--- src/hw/rtl/cais_pkg.sv ---
// Shared types and byte constants for the comment-aware identifier scanner.
package cais_pkg;

  localparam int OUT_BITS = 24;

  localparam logic [7:0] CH_NUL    = 8'h00;
  localparam logic [7:0] CH_DASH   = 8'h2D;
  localparam logic [7:0] CH_LBRK   = 8'h5B;
  localparam logic [7:0] CH_RBRK   = 8'h5D;
  localparam logic [7:0] CH_USCORE = 8'h5F;
  localparam logic [7:0] CH_DOLLAR = 8'h24;
  localparam logic [7:0] CH_DOT    = 8'h2E;
  localparam logic [7:0] CH_COLON  = 8'h3A;
  localparam logic [7:0] CH_LF     = 8'h0A;
  localparam logic [7:0] CH_CR     = 8'h0D;

  typedef struct packed {
    logic [7:0] text_byte;
    logic [7:0] ahead_one;
    logic [7:0] ahead_two;
    logic [7:0] ahead_three;
    logic       end_of_text;
  } in_word_t;

  typedef struct packed {
    logic [OUT_BITS-1:0] name_offset;
    logic [OUT_BITS-1:0] name_length;
    logic [OUT_BITS-1:0] line_number;
  } result_t;

  function automatic logic is_first_name(input logic [7:0] c);
    return (c >= 8'h41 && c <= 8'h5A) || (c >= 8'h61 && c <= 8'h7A) ||
           c == CH_USCORE || c == CH_DOLLAR || c == CH_DOT || c == CH_COLON;
  endfunction

  function automatic logic is_digit(input logic [7:0] c);
    return c >= 8'h30 && c <= 8'h39;
  endfunction

endpackage

--- src/hw/rtl/cais_in_reg.sv ---
// Input register holding one accepted word until the scan core takes it.
module cais_in_reg
  import cais_pkg::*;
(
  input  logic     clk,
  input  logic     rst,
  input  logic     in_valid,
  output logic     in_stall,
  input  in_word_t in_word,
  input  logic     take,
  output logic     held_valid,
  output in_word_t held_word
);

  assign in_stall = held_valid && !take;

  always_ff @(posedge clk) begin
    if (rst) begin
      held_valid <= 1'b0;
    end else if (!in_stall) begin
      held_valid <= in_valid;
    end
  end

  always_ff @(posedge clk) begin
    if (in_valid && !in_stall) begin
      held_word <= in_word;
    end
  end

endmodule

--- src/hw/rtl/cais_scan_core.sv ---
// Scanner state, per-byte update logic and the result register.
module cais_scan_core
  import cais_pkg::*;
#(
  parameter int POSITION_BITS = 24
) (
  input  logic     clk,
  input  logic     rst,
  input  logic     held_valid,
  input  in_word_t held_word,
  output logic     take,
  output logic     out_valid,
  input  logic     out_stall,
  output result_t  result
);

  localparam logic [POSITION_BITS-1:0] POS_MAX = '1;
  localparam logic [POSITION_BITS-1:0] POS_ONE = POSITION_BITS'(1);

  logic                     block_flag, block_flag_next;
  logic                     line_flag, line_flag_next;
  logic [1:0]               skip_remaining, skip_remaining_next;
  logic                     name_open, name_open_next;
  logic [POSITION_BITS-1:0] name_begin, name_begin_next;
  logic                     prev_other, prev_other_next;
  logic [POSITION_BITS-1:0] byte_position, byte_position_next;
  logic [POSITION_BITS-1:0] line_count, line_count_next;
  logic                     text_ended, text_ended_next;
  logic [POSITION_BITS-1:0] line_bumped;

  logic       fire;
  logic       step;
  logic       open_blk, close_blk, first, mid, lc_tmp;
  logic [7:0] c;
  logic [31:0] offset_w, length_w, line_w;

  assign take = !out_valid || !out_stall;
  assign step = held_valid && take;
  assign c    = held_word.text_byte;

  assign open_blk = c == CH_DASH && held_word.ahead_one == CH_DASH &&
                    held_word.ahead_two == CH_LBRK && held_word.ahead_three == CH_LBRK &&
                    !line_flag;
  assign close_blk = c == CH_RBRK && held_word.ahead_one == CH_RBRK;
  assign first     = is_first_name(c);
  assign mid       = first || is_digit(c);

  always_comb begin
    block_flag_next     = block_flag;
    line_flag_next      = line_flag;
    skip_remaining_next = skip_remaining;
    name_open_next      = name_open;
    name_begin_next     = name_begin;
    prev_other_next     = prev_other;
    byte_position_next  = byte_position;
    line_count_next     = line_count;
    text_ended_next     = text_ended;
    line_bumped         = line_count;
    fire                = 1'b0;
    lc_tmp              = line_flag;

    if (!text_ended) begin
      byte_position_next = (byte_position == POS_MAX) ? POS_MAX : byte_position + POS_ONE;
      priority if (c == CH_NUL) begin
        text_ended_next = 1'b1;
      end else if (skip_remaining != 2'd0) begin
        skip_remaining_next = skip_remaining - 2'd1;
      end else if (open_blk) begin
        block_flag_next     = 1'b1;
        skip_remaining_next = 2'd3;
      end else if (close_blk) begin
        block_flag_next     = 1'b0;
        skip_remaining_next = 2'd1;
      end else begin
        if (c == CH_DASH && held_word.ahead_one == CH_DASH) begin
          lc_tmp = 1'b1;
        end
        if (c == CH_LF || c == CH_CR) begin
          lc_tmp = 1'b0;
        end
        line_flag_next = lc_tmp;
        if (c == CH_LF) begin
          line_bumped     = (line_count == POS_MAX) ? POS_MAX : line_count + POS_ONE;
          line_count_next = line_bumped;
        end
        if (!lc_tmp && !block_flag) begin
          if (!name_open) begin
            if (first && prev_other) begin
              name_open_next  = 1'b1;
              name_begin_next = byte_position;
            end
            prev_other_next = !mid;
          end else if (!mid) begin
            fire            = 1'b1;
            name_open_next  = 1'b0;
            prev_other_next = 1'b1;
          end else begin
            prev_other_next = 1'b0;
          end
        end
      end
    end

    // After the last byte of the file, reset the scan state for the next file.
    if (held_word.end_of_text) begin
      block_flag_next     = 1'b0;
      line_flag_next      = 1'b0;
      skip_remaining_next = 2'd0;
      name_open_next      = 1'b0;
      name_begin_next     = '0;
      prev_other_next     = 1'b1;
      byte_position_next  = '0;
      line_count_next     = POS_ONE;
      text_ended_next     = 1'b0;
    end
  end

  assign offset_w = 32'(name_begin);
  assign length_w = 32'(byte_position - name_begin);
  assign line_w   = 32'(line_bumped);

  always_ff @(posedge clk) begin
    if (rst) begin
      block_flag     <= 1'b0;
      line_flag      <= 1'b0;
      skip_remaining <= 2'd0;
      name_open      <= 1'b0;
      name_begin     <= '0;
      prev_other     <= 1'b1;
      byte_position  <= '0;
      line_count     <= POS_ONE;
      text_ended     <= 1'b0;
      out_valid      <= 1'b0;
    end else begin
      if (step) begin
        block_flag     <= block_flag_next;
        line_flag      <= line_flag_next;
        skip_remaining <= skip_remaining_next;
        name_open      <= name_open_next;
        name_begin     <= name_begin_next;
        prev_other     <= prev_other_next;
        byte_position  <= byte_position_next;
        line_count     <= line_count_next;
        text_ended     <= text_ended_next;
      end
      if (take) begin
        out_valid <= step && fire;
      end
    end
  end

  always_ff @(posedge clk) begin
    if (step && fire) begin
      result.name_offset <= offset_w[OUT_BITS-1:0];
      result.name_length <= length_w[OUT_BITS-1:0];
      result.line_number <= line_w[OUT_BITS-1:0];
    end
  end

endmodule

--- src/hw/rtl/comment_aware_identifier_scanner.sv ---
// Top level of the comment-aware identifier scanner.
// Each accepted word passes through the input register, then the result register.
// Throughput: one word per cycle while the output is not stalled; the scan
// state loop through the core sets the rate.
// Reset: rst is synchronous, active high; clears all scan state and both
// valid registers. Line count restarts at one, byte position at zero.
module comment_aware_identifier_scanner
  import cais_pkg::*;
#(
  parameter int POSITION_BITS = 24
) (
  input  logic        clk,
  input  logic        rst,
  // Input channel: one text byte plus three bytes of lookahead per word.
  input  logic        in_valid,
  output logic        in_stall,
  input  logic [7:0]  text_byte,
  input  logic [7:0]  ahead_one,
  input  logic [7:0]  ahead_two,
  input  logic [7:0]  ahead_three,
  input  logic        end_of_text,
  // Output channel: one word per name that ends outside comments.
  output logic        out_valid,
  input  logic        out_stall,
  output logic [23:0] name_offset,
  output logic [23:0] name_length,
  output logic [23:0] line_number
);

  in_word_t in_word;
  in_word_t held_word;
  logic     held_valid;
  logic     take;
  result_t  result;

  assign in_word.text_byte   = text_byte;
  assign in_word.ahead_one   = ahead_one;
  assign in_word.ahead_two   = ahead_two;
  assign in_word.ahead_three = ahead_three;
  assign in_word.end_of_text = end_of_text;

  // Hold the incoming word; advance whenever the result register can accept.
  cais_in_reg u_in_reg (
    .clk        (clk),
    .rst        (rst),
    .in_valid   (in_valid),
    .in_stall   (in_stall),
    .in_word    (in_word),
    .take       (take),
    .held_valid (held_valid),
    .held_word  (held_word)
  );

  // Comment tracking, name detection and the result register.
  cais_scan_core #(
    .POSITION_BITS (POSITION_BITS)
  ) u_core (
    .clk        (clk),
    .rst        (rst),
    .held_valid (held_valid),
    .held_word  (held_word),
    .take       (take),
    .out_valid  (out_valid),
    .out_stall  (out_stall),
    .result     (result)
  );

  assign name_offset = result.name_offset;
  assign name_length = result.name_length;
  assign line_number = result.line_number;

endmodule

--- config.mk ---
export PLATFORM = sky130hd
export DESIGN_NAME = comment_aware_identifier_scanner
export DESIGN_NICKNAME = d
export VERILOG_FILES = /design/src/hw/rtl/cais_pkg.sv /design/src/hw/rtl/cais_in_reg.sv /design/src/hw/rtl/cais_scan_core.sv /design/src/hw/rtl/comment_aware_identifier_scanner.sv
export SDC_FILE = /design/constraint.sdc
export NUM_CORES = 1
export LEC_CHECK = 0
export BUFFER_PORTS_ARGS = -buffer_cell sky130_fd_sc_hd__buf_2
export CORE_MARGIN = 3
export CORE_UTILIZATION = 53
export CTS_BUF_LIST = sky130_fd_sc_hd__clkbuf_8 sky130_fd_sc_hd__clkbuf_16
export DETAILED_ROUTE_END_ITERATION = 10
export PLACE_DENSITY = 0.77
export REMOVE_ABC_BUFFERS = 1
export SYNTH_ARGS = -nofsm -noshare
export SYNTH_HDL_FRONTEND = slang
export SYNTH_SLANG_ARGS = --single-unit
--- constraint.sdc ---
create_clock -name clk -period 4.2 [get_ports clk]
set_input_delay 0.21 -clock clk [delete_from_list [all_inputs] [get_ports clk]]
set_output_delay 0.21 -clock clk [all_outputs]
set_load 0.05 [all_outputs]
# Yosys cells after proc, flatten, opt, wreduce, memory -nomap -nowiden
# Cells that the tools add are included.
[word_totals] regBits=186 wordCells=165 out_inout_bits=74
[op_classes] muxes=74 n_addsub=4 reduce_logical=42 order_cmp=6 n_eq_ne=20
[op_table] op="24-bit 2-to-1 mux" n=20
[op_table] op="24-bit by 1-bit adder with 24-bit output, second input constant" n=2
[op_table] op="24-bit == test, second input constant" n=2
[op_table] op="1-bit 2-to-1 mux" n=48
[op_table] op="8-bit by 6-bit == test with 1-bit output, second input constant" n=5
[op_table] op="8-bit by 7-bit == test with 1-bit output, second input constant" n=5
[op_table] op="24-bit subtractor" n=1
[op_table] op="8-bit by 4-bit == test with 1-bit output, second input constant" n=2
[op_table] op="8-bit by 7-bit >= comparator with 1-bit output, second input constant" n=2
[op_table] op="8-bit by 7-bit less-or-equal comparator with 1-bit output, second input constant" n=2
[op_table] op="1-bit logical AND" n=14
[op_table] op="2-bit 2-to-1 mux" n=6
[op_table] op="2-bit != test, second input constant" n=6
[op_table] op="9-bit AND reduction" n=1
[op_table] op="8-bit by 6-bit >= comparator with 1-bit output, second input constant" n=1
[op_table] op="8-bit by 6-bit less-or-equal comparator with 1-bit output, second input constant" n=1
[op_table] op="1-bit logical NOT" n=8
[op_table] op="8-bit logical NOT" n=1
[op_table] op="1-bit logical OR" n=8
[op_table] op="7-bit AND reduction" n=1
[op_table] op="6-bit AND reduction" n=1
[op_table] op="2-bit nonzero test" n=3
[op_table] op="5-bit AND reduction" n=1
[op_table] op="4-bit AND reduction" n=1
[op_table] op="4 further kinds" n=4

# Logic depth before layout (Yosys ltp)
# Gate-level depths: netlist of run 1.
[logic_depth] depth_word=18 mapped_depth=10 mapped_depth_nobuf=10

# By module
# From an unflattened synthesis of run 1, not the netlist that was laid out.
[unflattened] hier_cells=886 area_unflattened_um2=9047.4
[by_module_without_submodules] mod="cais_scan_core" area_each_um2=8006.4 n_inst=1 seq_area_each_um2=3763.6 cells_per_inst=849
[by_module_without_submodules] mod="cais_in_reg" area_each_um2=1041.0 n_inst=1 seq_area_each_um2=1011.0 cells_per_inst=37

# Least setup slack after synthesis of run 1
# OpenSTA, ideal clock, no wires.
[synth_path] kind="reg-to-reg" from="register, netlist name u_in_reg.held_word[26]" to="register, netlist name u_core.result[0]" path_stages_with_launch=7 t_arrival_ps=3541 synth_period_minus_slack_ps=3967 n_path_buf=0 slack_ps=233 required_time_ps=3774 cell_sequence="edfxtp_1 > or4_1 > o211ai_1 > a31oi_1 > or3_1 > or4_1 > inv_1"
[synth_via] elab_chain_cells=18 elab_cells_between_ends=48 classes_between="order compare: 6; eq/ne: 8; mux: 15; reduce/logical: 19"
[synth_lines] item="8-bit by 6-bit == test with 1-bit output" line="cais_scan_core.sv:41, cais_scan_core.sv:75"
[synth_lines] item="1-bit logical AND" line="cais_scan_core.sv:41, cais_scan_core.sv:75"
[synth_lines] item="1-bit 2-to-1 mux" line="cais_scan_core.sv:75" rtl="if (c == CH_DASH && held_word.ahead_one == CH_DASH) begin"
[synth_lines] item="1-bit 2-to-1 mux" line="cais_scan_core.sv:78" rtl="if (c == CH_LF || c == CH_CR) begin"
[synth_lines] item="1-bit 2-to-1 mux" line="cais_scan_core.sv:71" rtl="end else if (close_blk) begin"
[synth_lines] item="1-bit 2-to-1 mux" line="cais_scan_core.sv:68" rtl="end else if (open_blk) begin"
[synth_lines] item="1-bit 2-to-1 mux" line="cais_scan_core.sv:66" rtl="end else if (skip_remaining != 2'd0) begin"
[synth_lines] item="1-bit 2-to-1 mux" line="cais_scan_core.sv:64" rtl="priority if (c == CH_NUL) begin"
[synth_lines] item="(+2 left out)"
[synth_lines] item="1-bit logical AND" line="cais_scan_core.sv:86" rtl="if (!lc_tmp && !block_flag) begin"
[synth_lines] item="1-bit 2-to-1 mux" line="cais_scan_core.sv:86"
[synth_lines] item="1-bit 2-to-1 mux" line="cais_scan_core.sv:71"
[synth_lines] item="1-bit 2-to-1 mux" line="cais_scan_core.sv:68"
[synth_lines] item="1-bit 2-to-1 mux" line="cais_scan_core.sv:66"
[synth_lines] item="1-bit 2-to-1 mux (*)" line="cais_scan_core.sv:64"
[synth_lines] item="1-bit 2-to-1 mux (*)" line="cais_scan_core.sv:62" rtl="if (!text_ended) begin"
[synth_lines] item="1-bit logical AND (*)" line="cais_scan_core.sv:153" rtl="if (step && fire) begin"
# Every way passes the cells marked *; elsewhere a longest branch is shown, timed or not. The select of a mux whose other input is x is not followed.
# A chain may end at the register's enable or synchronous reset.

# Worst setup path after layout of run 1
[layout_path] from="register, netlist name u_in_reg.held_word[26]" to="register, netlist name u_core.result[71]"
[layout_via] elab_chain_cells=18 elab_cells_between_ends=48 classes_between="order compare: 6; eq/ne: 8; mux: 15; reduce/logical: 19"
[layout_lines] item="8-bit by 6-bit == test with 1-bit output" line="cais_scan_core.sv:41, cais_scan_core.sv:75"
[layout_lines] item="1-bit logical AND" line="cais_scan_core.sv:41, cais_scan_core.sv:75"
[layout_lines] item="1-bit 2-to-1 mux" line="cais_scan_core.sv:75"
[layout_lines] item="1-bit 2-to-1 mux" line="cais_scan_core.sv:78"
[layout_lines] item="1-bit 2-to-1 mux" line="cais_scan_core.sv:71"
[layout_lines] item="1-bit 2-to-1 mux" line="cais_scan_core.sv:68"
[layout_lines] item="1-bit 2-to-1 mux" line="cais_scan_core.sv:66"
[layout_lines] item="1-bit 2-to-1 mux" line="cais_scan_core.sv:64"
[layout_lines] item="(+2 left out)"
[layout_lines] item="1-bit logical AND" line="cais_scan_core.sv:86"
[layout_lines] item="1-bit 2-to-1 mux" line="cais_scan_core.sv:86"
[layout_lines] item="1-bit 2-to-1 mux" line="cais_scan_core.sv:71"
[layout_lines] item="1-bit 2-to-1 mux" line="cais_scan_core.sv:68"
[layout_lines] item="1-bit 2-to-1 mux" line="cais_scan_core.sv:66"
[layout_lines] item="1-bit 2-to-1 mux (*)" line="cais_scan_core.sv:64"
[layout_lines] item="1-bit 2-to-1 mux (*)" line="cais_scan_core.sv:62"
[layout_lines] item="1-bit logical AND (*)" line="cais_scan_core.sv:153"
# Marks and branches as above.

==> impl_metrics.ini, run 1 <==
[pwr]
power.density_mw_per_mm2 = 350
p_total_mw = 3.72
combPwrFrac_pct = 4.4
p_leak_nw = 4.20
p_int_mw = 2.90
p_clk_share_pct = 43.0
p_sw_uw = 825
p_seq_share_pct = 52.7
p_sw_share_pct = 22.2
peakVddDrop_mv = 0.293

[cells_and_area]
drive_gt1_share_pct = 16.7
n_antenna_cell = 0
nFillCells = 1283
postLayoutCellArea_sq_mm = 0.0106
fin_nets = 1088
area_growth_syn_to_layout_pct = 18.8

[grt]
grtUsageTotal_pct = 21.5
grt_pass1_vias = 6608
grt_max_degree = 61
antenna_found_initial = 0
grt_overflow_total = 0
grt_pass1_wl_um = 32200

[die]
coreArea_sq_mm = 0.0162
rows = 46
start_util_pct = 55.3
dieArea_sq_mm = 0.0185
io_pins = 111
dieWidth_um = 136
die_h_um = 136

[clock_tree]
cts_buffers = 17
cts_buffer_depth = 2
htreeDepth = 4
cts_tree = built
cts_resized = 0
clockRootBuffer = clkbuf_16
clkTransAtPathRegs_ns = 0.07
clock_latency_ns = 0.44
cts.sinks = 186

[yosys]
netlist_area_sq_mm = 0.00894
synthCells = 888
synth_area_leaders = edfxtp_1 35%, dfxtp_1 18%, a21oi_1 4.2%, o21ai_0 3.6%, ha_1 3.5%
synth_ff_type = edfxtp_1
synth.distinct_cells = 70
yosysMostFrequentCell = edfxtp_1
synth-edff-count = 105
async_reset_ff_share_pct = 0
ys_warn_count = 0
synth-seq-cells = 186
avgSynthCellArea_sq_um = 10.1
seq_area_frac_synth_pct = 53.4
yosys.area.top_type = edfxtp_1
synthTopCellsByCount = 105 x edfxtp_1, 83 x nand2_1, 81 x dfxtp_1, 75 x a21oi_1, 67 x nor2_1
yosys.area.top_type_share_pct = 35.3

[routing]
initialDrtViolationCount = 530
wl_per_cell_um = 15.2
vias = 7103
m1WireLength_um = 8610
first_pass_iters = 5
routed.top_layer = met4
ant_nets = 0
drt-vias-per-instance = 5.66
wl_um = 19000
met2_length_um = 9160
drcViolationCount = 0
met3WireLength_um = 973

[placement]
place_area_sq_mm = 0.00970
dp_hpwl_um = 12300
place_congestion = 0.829
port_buffers = 110

[setup_path]
crit_slowest_cell = or4_1
path_class = reg2reg
crit_chain = or4_1 > o211ai_1 > a31oi_1 > or3_1 > or4_1 > inv_2 > buf_12
arrival_ns = 3.35
start_kind = flop
cp_common_cell = or4_1
crit_fanout = 60
critPathCaptureType = flop
cpPeakStageDelay_ns = 0.59
crit_required_ns = 4.30

[timing]
fmax_ghz = 0.308
clock_skew_ns = 0.0109
tns_ns = 0
worst_slew_pin_slew_ns = 0.961
rsz0062_at_grt = false
slew_viol_final = 0
relSlewSlack_pct = 35.7
final-hold-violation-count = 0
setup_viol = 0
fin_crit_sh_pct = 77.4
period_needed_ns = 3.25

[min_path]
hold_path_class = in2reg

[outcome]
status = complete, no violations

[run]
max_cap_violations = 0
## stage by stage
stage               utilization (%)  hold slack [ns]  std cells  setup WS, ns
floorplan                         -            0.279        851         0.233
global placement               60.0            0.386       1188          1.01
detailed placement             60.0            0.388       1188         0.958
CTS                            65.7           0.0868       1254         0.942
global route                   65.7            0.116       1254         0.736
finish                         65.7            0.110       1254         0.951
## cells by family (layout without fill, tap and decap cells)
kind of cell    count (synthesis)  after routing  synth area share [%]
fa+ha+maj                      26             26                  3.72
compound gates                247            247                  17.5
buf+inv                        77            227                  3.54
xor+xnor                       35             35                  3.43
simple gates                  316            316                  18.3
mux                             1              1                 0.112
flops                         186            186                  53.4
## power by group through the flow
| stage | sequential (mW) | clock [mW] | combinational, mW |
|---|---|---|---|
| 6_report | 1.96 | 1.60 | 0.163 |
| 4_1_cts | 1.96 | 1.63 | 0.160 |
| 3_5_place_dp | 2.00 | 0 | 0.136 |
| 5_1_grt | 1.96 | 1.71 | 0.180 |
| 3_3_place_gp | 2.00 | 0 | 0.135 |
| 2_1_floorplan | 2.00 | 0 | 0.0733 |
## layer usage
metal	GRT usage, %	vias to the layer above
li1	-	3568
met1	29.1	3328
met2	35.4	185
met3	4.26	22
met5	0	-
met4	6.61	0
## final timing paths
| kind | end | slack, ns | startpoint | depth (start not counted) |
|---|---|---|---|---|
| setup / recovery | u_core.result[71]$_DFFE_PP_ | 0.95 | u_in_reg.held_word[26]$_DFFE_PP_ | 7 |
| setup reg to reg | u_core.result[71]$_DFFE_PP_ | 0.95 | u_in_reg.held_word[26]$_DFFE_PP_ | 7 |
| hold reg to reg | u_core.result[51]$_DFFE_PP_ | 0.46 | u_core.name_begin[3]$_SDFFE_PP0P_ | 0 |
| hold / removal | u_core.out_valid$_SDFFE_PP0N_ | 0.11 | out_stall | 3 |
## cell usage in the layout, fill, tap and decap left out, types with 4 or more instances in the layout
master,netlist,routed
a22o_1,23,23
nand4_1,14,14
and3_1,22,22
xnor2_1,29,29
or4_1,5,5
edfxtp_1,105,105
xor2_1,6,6
nand2_1,83,83
nor4_1,7,7
nor2_1,67,67
inv_6,0,7
o21a_1,12,12
buf_4,0,10
nor3_1,23,22
a211oi_1,7,7
o211ai_1,7,7
a41oi_1,4,4
o21ai_0,65,65
and4_1,4,4
a21o_1,10,10
nand2b_1,12,12
and2_1,11,11
dlygate4sd3_1,0,34
buf_2,3,110
inv_1,40,39
clkbuf_16,0,17
a21oi_1,75,75
dfxtp_1,81,81
or2_2,4,4
or3_1,6,6
nand3b_1,4,4
a311oi_1,4,4
a31oi_1,11,11
ha_1,25,25
nand3_1,31,31
## critical path: cells and delay by family (launching register included)
family          cells  cell delay [ns]
simple gates        3             1.50
compound gates      2             0.27
flops               1             0.49
buf+inv             2             0.58
## repair_timing
action,in CTS,in global routing
setup buffers,0,0
endpoints found under the hold margin,34,0
hold buffers,34,0
setup endpoints to repair,0,0
## final cells by class
type / instances / area [sq um] / share of cell area [%]
clock buffers: 17 / 425 / 4.00
repair buffers: 155 / 986 / 9.28
well taps: 216 / 270 / 2.54
inverters: 40 / 150 / 1.41
multi-input cells: 625 / 3860 / 36.3
flip-flops and latches: 186 / 4770 / 44.9
clock inverters: 15 / 163 / 1.53
## state kept, by name (all words and copies together) (netlist names)
| signal | count |
|---|---|
| u_core.result | 72 |
| u_in_reg.held_word | 33 |
| u_core.byte_position | 24 |
| u_core.line_count | 24 |
| u_core.name_begin | 24 |
| u_core.skip_remaining | 2 |
| u_core.block_flag | 1 |
| u_core.line_flag | 1 |
| u_core.name_open | 1 |
| u_core.out_valid | 1 |
| u_core.prev_other | 1 |
| u_core.text_ended | 1 |
| u_in_reg.held_valid | 1 |
No activity file was read; power rests on OpenSTA's default activity.
==> inputs of run 2 (changes only) <==
==> constraint.sdc (replaced) <==
create_clock -name clk -period 2.62 [get_ports clk]
set_input_delay 0.131 -clock clk [delete_from_list [all_inputs] [get_ports clk]]
set_output_delay 0.131 -clock clk [all_outputs]
set_load 0.05 [all_outputs]
==> run 2 against run 1 <==
  * The run now ends with negative setup slack left
  * Fmax is 24% higher
  * Sequential share of layout area down 2.9 points
  * Flip-flop and latch count unchanged
  * Global-route usage grew 1.6 points
  * Combinational power grew 88%
  * Clock-buffer cell count unchanged
  * Critical endpoint is now u_core.result[2]$_DFFE_PP_
==> impl_metrics.ini, run 2 (synthesized netlist as in run 1, its figures left out) <==
[timing]
setup_viol = 5
worst_slew_pin_slew_ns = 0.650
slew_viol_final = 0
clock_skew_ns = 0.00909
period_needed_ns = 2.62
final-hold-violation-count = 0
fmax_ghz = 0.382
rsz0062_at_grt = true
relSlewSlack_pct = 56.4
fin_crit_sh_pct = 100
hold-worst-slack_ns = 0.400
tns_ns = -0.00292
final.setup.worst_slack_ns = -0.000697

[grt]
grt_pass1_wl_um = 34200
grt_overflow_total = 0
grtUsageTotal_pct = 23.1
grt_max_degree = 36
grt_pass1_vias = 7098
antenna_found_initial = 0

[die]
rows = 46
dieArea_sq_mm = 0.0185
start_util_pct = 55.3
coreArea_sq_mm = 0.0162
dieWidth_um = 136
io_pins = 111
die_h_um = 136

[clock_tree]
cts_buffers = 17
clock_latency_ns = 0.44
clkTransAtPathRegs_ns = 0.07
cts_tree = built
clockRootBuffer = clkbuf_16
cts.sinks = 186
htreeDepth = 4
cts_buffer_depth = 2

[setup_path]
crit_required_ns = 2.77
start_kind = flop
crit_fanout = 10
critPathCaptureType = flop
reg2reg_slack_ns = -0.0007
path_class = reg2reg
cpPeakStageDelay_ns = 0.54
crit_chain = or4_4 > o211ai_1 > a31oi_1 > or3_1 > or4_4 > clkinv_8 > clkbuf_16
arrival_ns = 2.78
cp_common_cell = or4_4
crit_slowest_cell = or4_4

[cells_and_area]
n_antenna_cell = 0
largest_reg_flops = 72
layout.cells.most_common = buf_2
register_area_sq_mm = 0.00478
nFillCells = 1218
largest-register = u_core.result
final_cell_mix = 110 x buf_2, 105 x edfxtp_1, 83 x nand2_1
area_growth_syn_to_layout_pct = 27.2
reg_top3 = u_core.result: 72 flops, u_in_reg.held_word: 33 flops
multi_input_area_sq_mm = 0.00396
fin_nets = 1156
drive_gt1_share_pct = 23.1
final_core_util_pct = 70.3

[outcome]
violations = negative setup slack
status = finished, violations left

[pwr]
p_sw_mw = 1.33
peakVddDrop_mv = 0.474
p_clk_share_pct = 42.7
p_leak_nw = 4.61
p_sw_share_pct = 22.2
combPwrFrac_pct = 5.1
p_seq_share_pct = 52.2
p_int_mw = 4.67
power.density_mw_per_mm2 = 528

[placement]
place_congestion = 0.853
dp_hpwl_um = 13500
port_buffers = 110

[routing]
ant_nets = 0
initialDrtViolationCount = 652
m1WireLength_um = 8990
vias = 7461
met3WireLength_um = 1130
drt-vias-per-instance = 5.64
wl_per_cell_um = 15.9
met2_length_um = 10600
wl_um = 21000
routed.top_layer = met4
first_pass_iters = 5
drcViolationCount = 0

[min_path]
hold_path_class = in2reg

[run]
max_cap_violations = 0
[run 2: cell count changes in the layout (fill, tap and decap cells not counted), sizes merged]
cell | before | now
clkinv | 3 | 5
inv | 47 | 45
buf | 121 | 185
clkbuf | 17 | 19
dlygate4sd3 | 34 | 36
[run 2: path summary, 6_finish.rpt]
| path | from | endpoint | cells after the start |
|---|---|---|---|
| max | u_in_reg.held_word[28]$_DFFE_PP_ | u_core.result[2]$_DFFE_PP_ | 7 |
| min | ahead_two[3] | u_in_reg.held_word[12]$_DFFE_PP_ | 2 |
| max reg2reg | u_in_reg.held_word[28]$_DFFE_PP_ | u_core.result[2]$_DFFE_PP_ | 7 |
| min reg2reg | u_core.name_begin[3]$_SDFFE_PP0P_ | u_core.result[51]$_DFFE_PP_ | 0 |
[run 2: cell type report]
| cell class | count | share of cell area, % |
|---|---|---|
| Inverter | 40 | 1.43 |
| Sequential cell | 186 | 42.0 |
| Timing Repair Buffer | 223 | 14.2 |
| Clock inverter | 15 | 1.45 |
| Multi-Input combinational cell | 625 | 34.8 |
| Tap cell | 216 | 2.38 |
| Clock buffer | 17 | 3.74 |
[run 2: routing by layer]
| metal | up-vias | global-route usage [%] |
|---|---|---|
| met5 | - | 0 |
| met1 | 3496 | 30.1 |
| met2 | 229 | 39.7 |
| li1 | 3709 | - |
| met3 | 27 | 4.03 |
| met4 | 0 | 7.05 |
[run 2: power groups by stage]
stage / logic (mW) / registers [mW] / clock network (mW)
after floorplan: 0.118 / 3.21 / 0
after global placement: 0.248 / 3.20 / 0
after detailed placement: 0.251 / 3.20 / 0
after CTS: 0.295 / 3.14 / 2.59
after global routing: 0.332 / 3.14 / 2.73
final: 0.306 / 3.14 / 2.56
[run 2: stage by stage]
step	cells	power [mW]	setup WS (ns)	instance area [sq um]
2_1_floorplan	851	3.33	-1.35	8770
3_3_place_gp	1248	3.45	-0.149	10200
3_5_place_dp	1248	3.45	-0.164	10200
4_1_cts	1319	6.02	-0.0277	11300
5_1_grt	1322	6.20	-0.113	11400
6_report	1322	6.01	-0.000697	11400
[run 2: timing repair]
item / 4_1_cts / 5_1_grt
pin swaps: 2 / 13
cloned: 1 / 2
setup buffers: 2 / 3
endpoints found under the setup margin: 96 / 101
hold buffers: 36 / 0
hold endpoints to repair: 36 / 0
resized for setup: 11 / 19
[run 2: worst max-delay path: cells and delay by family, from the launching register on]
kind	cells	cell delay [ns]
flip-flops	1	0.39
AND/OR/NAND/NOR	3	1.40
buffers and inverters	2	0.30
AO/OA/AOI/OAI	2	0.24
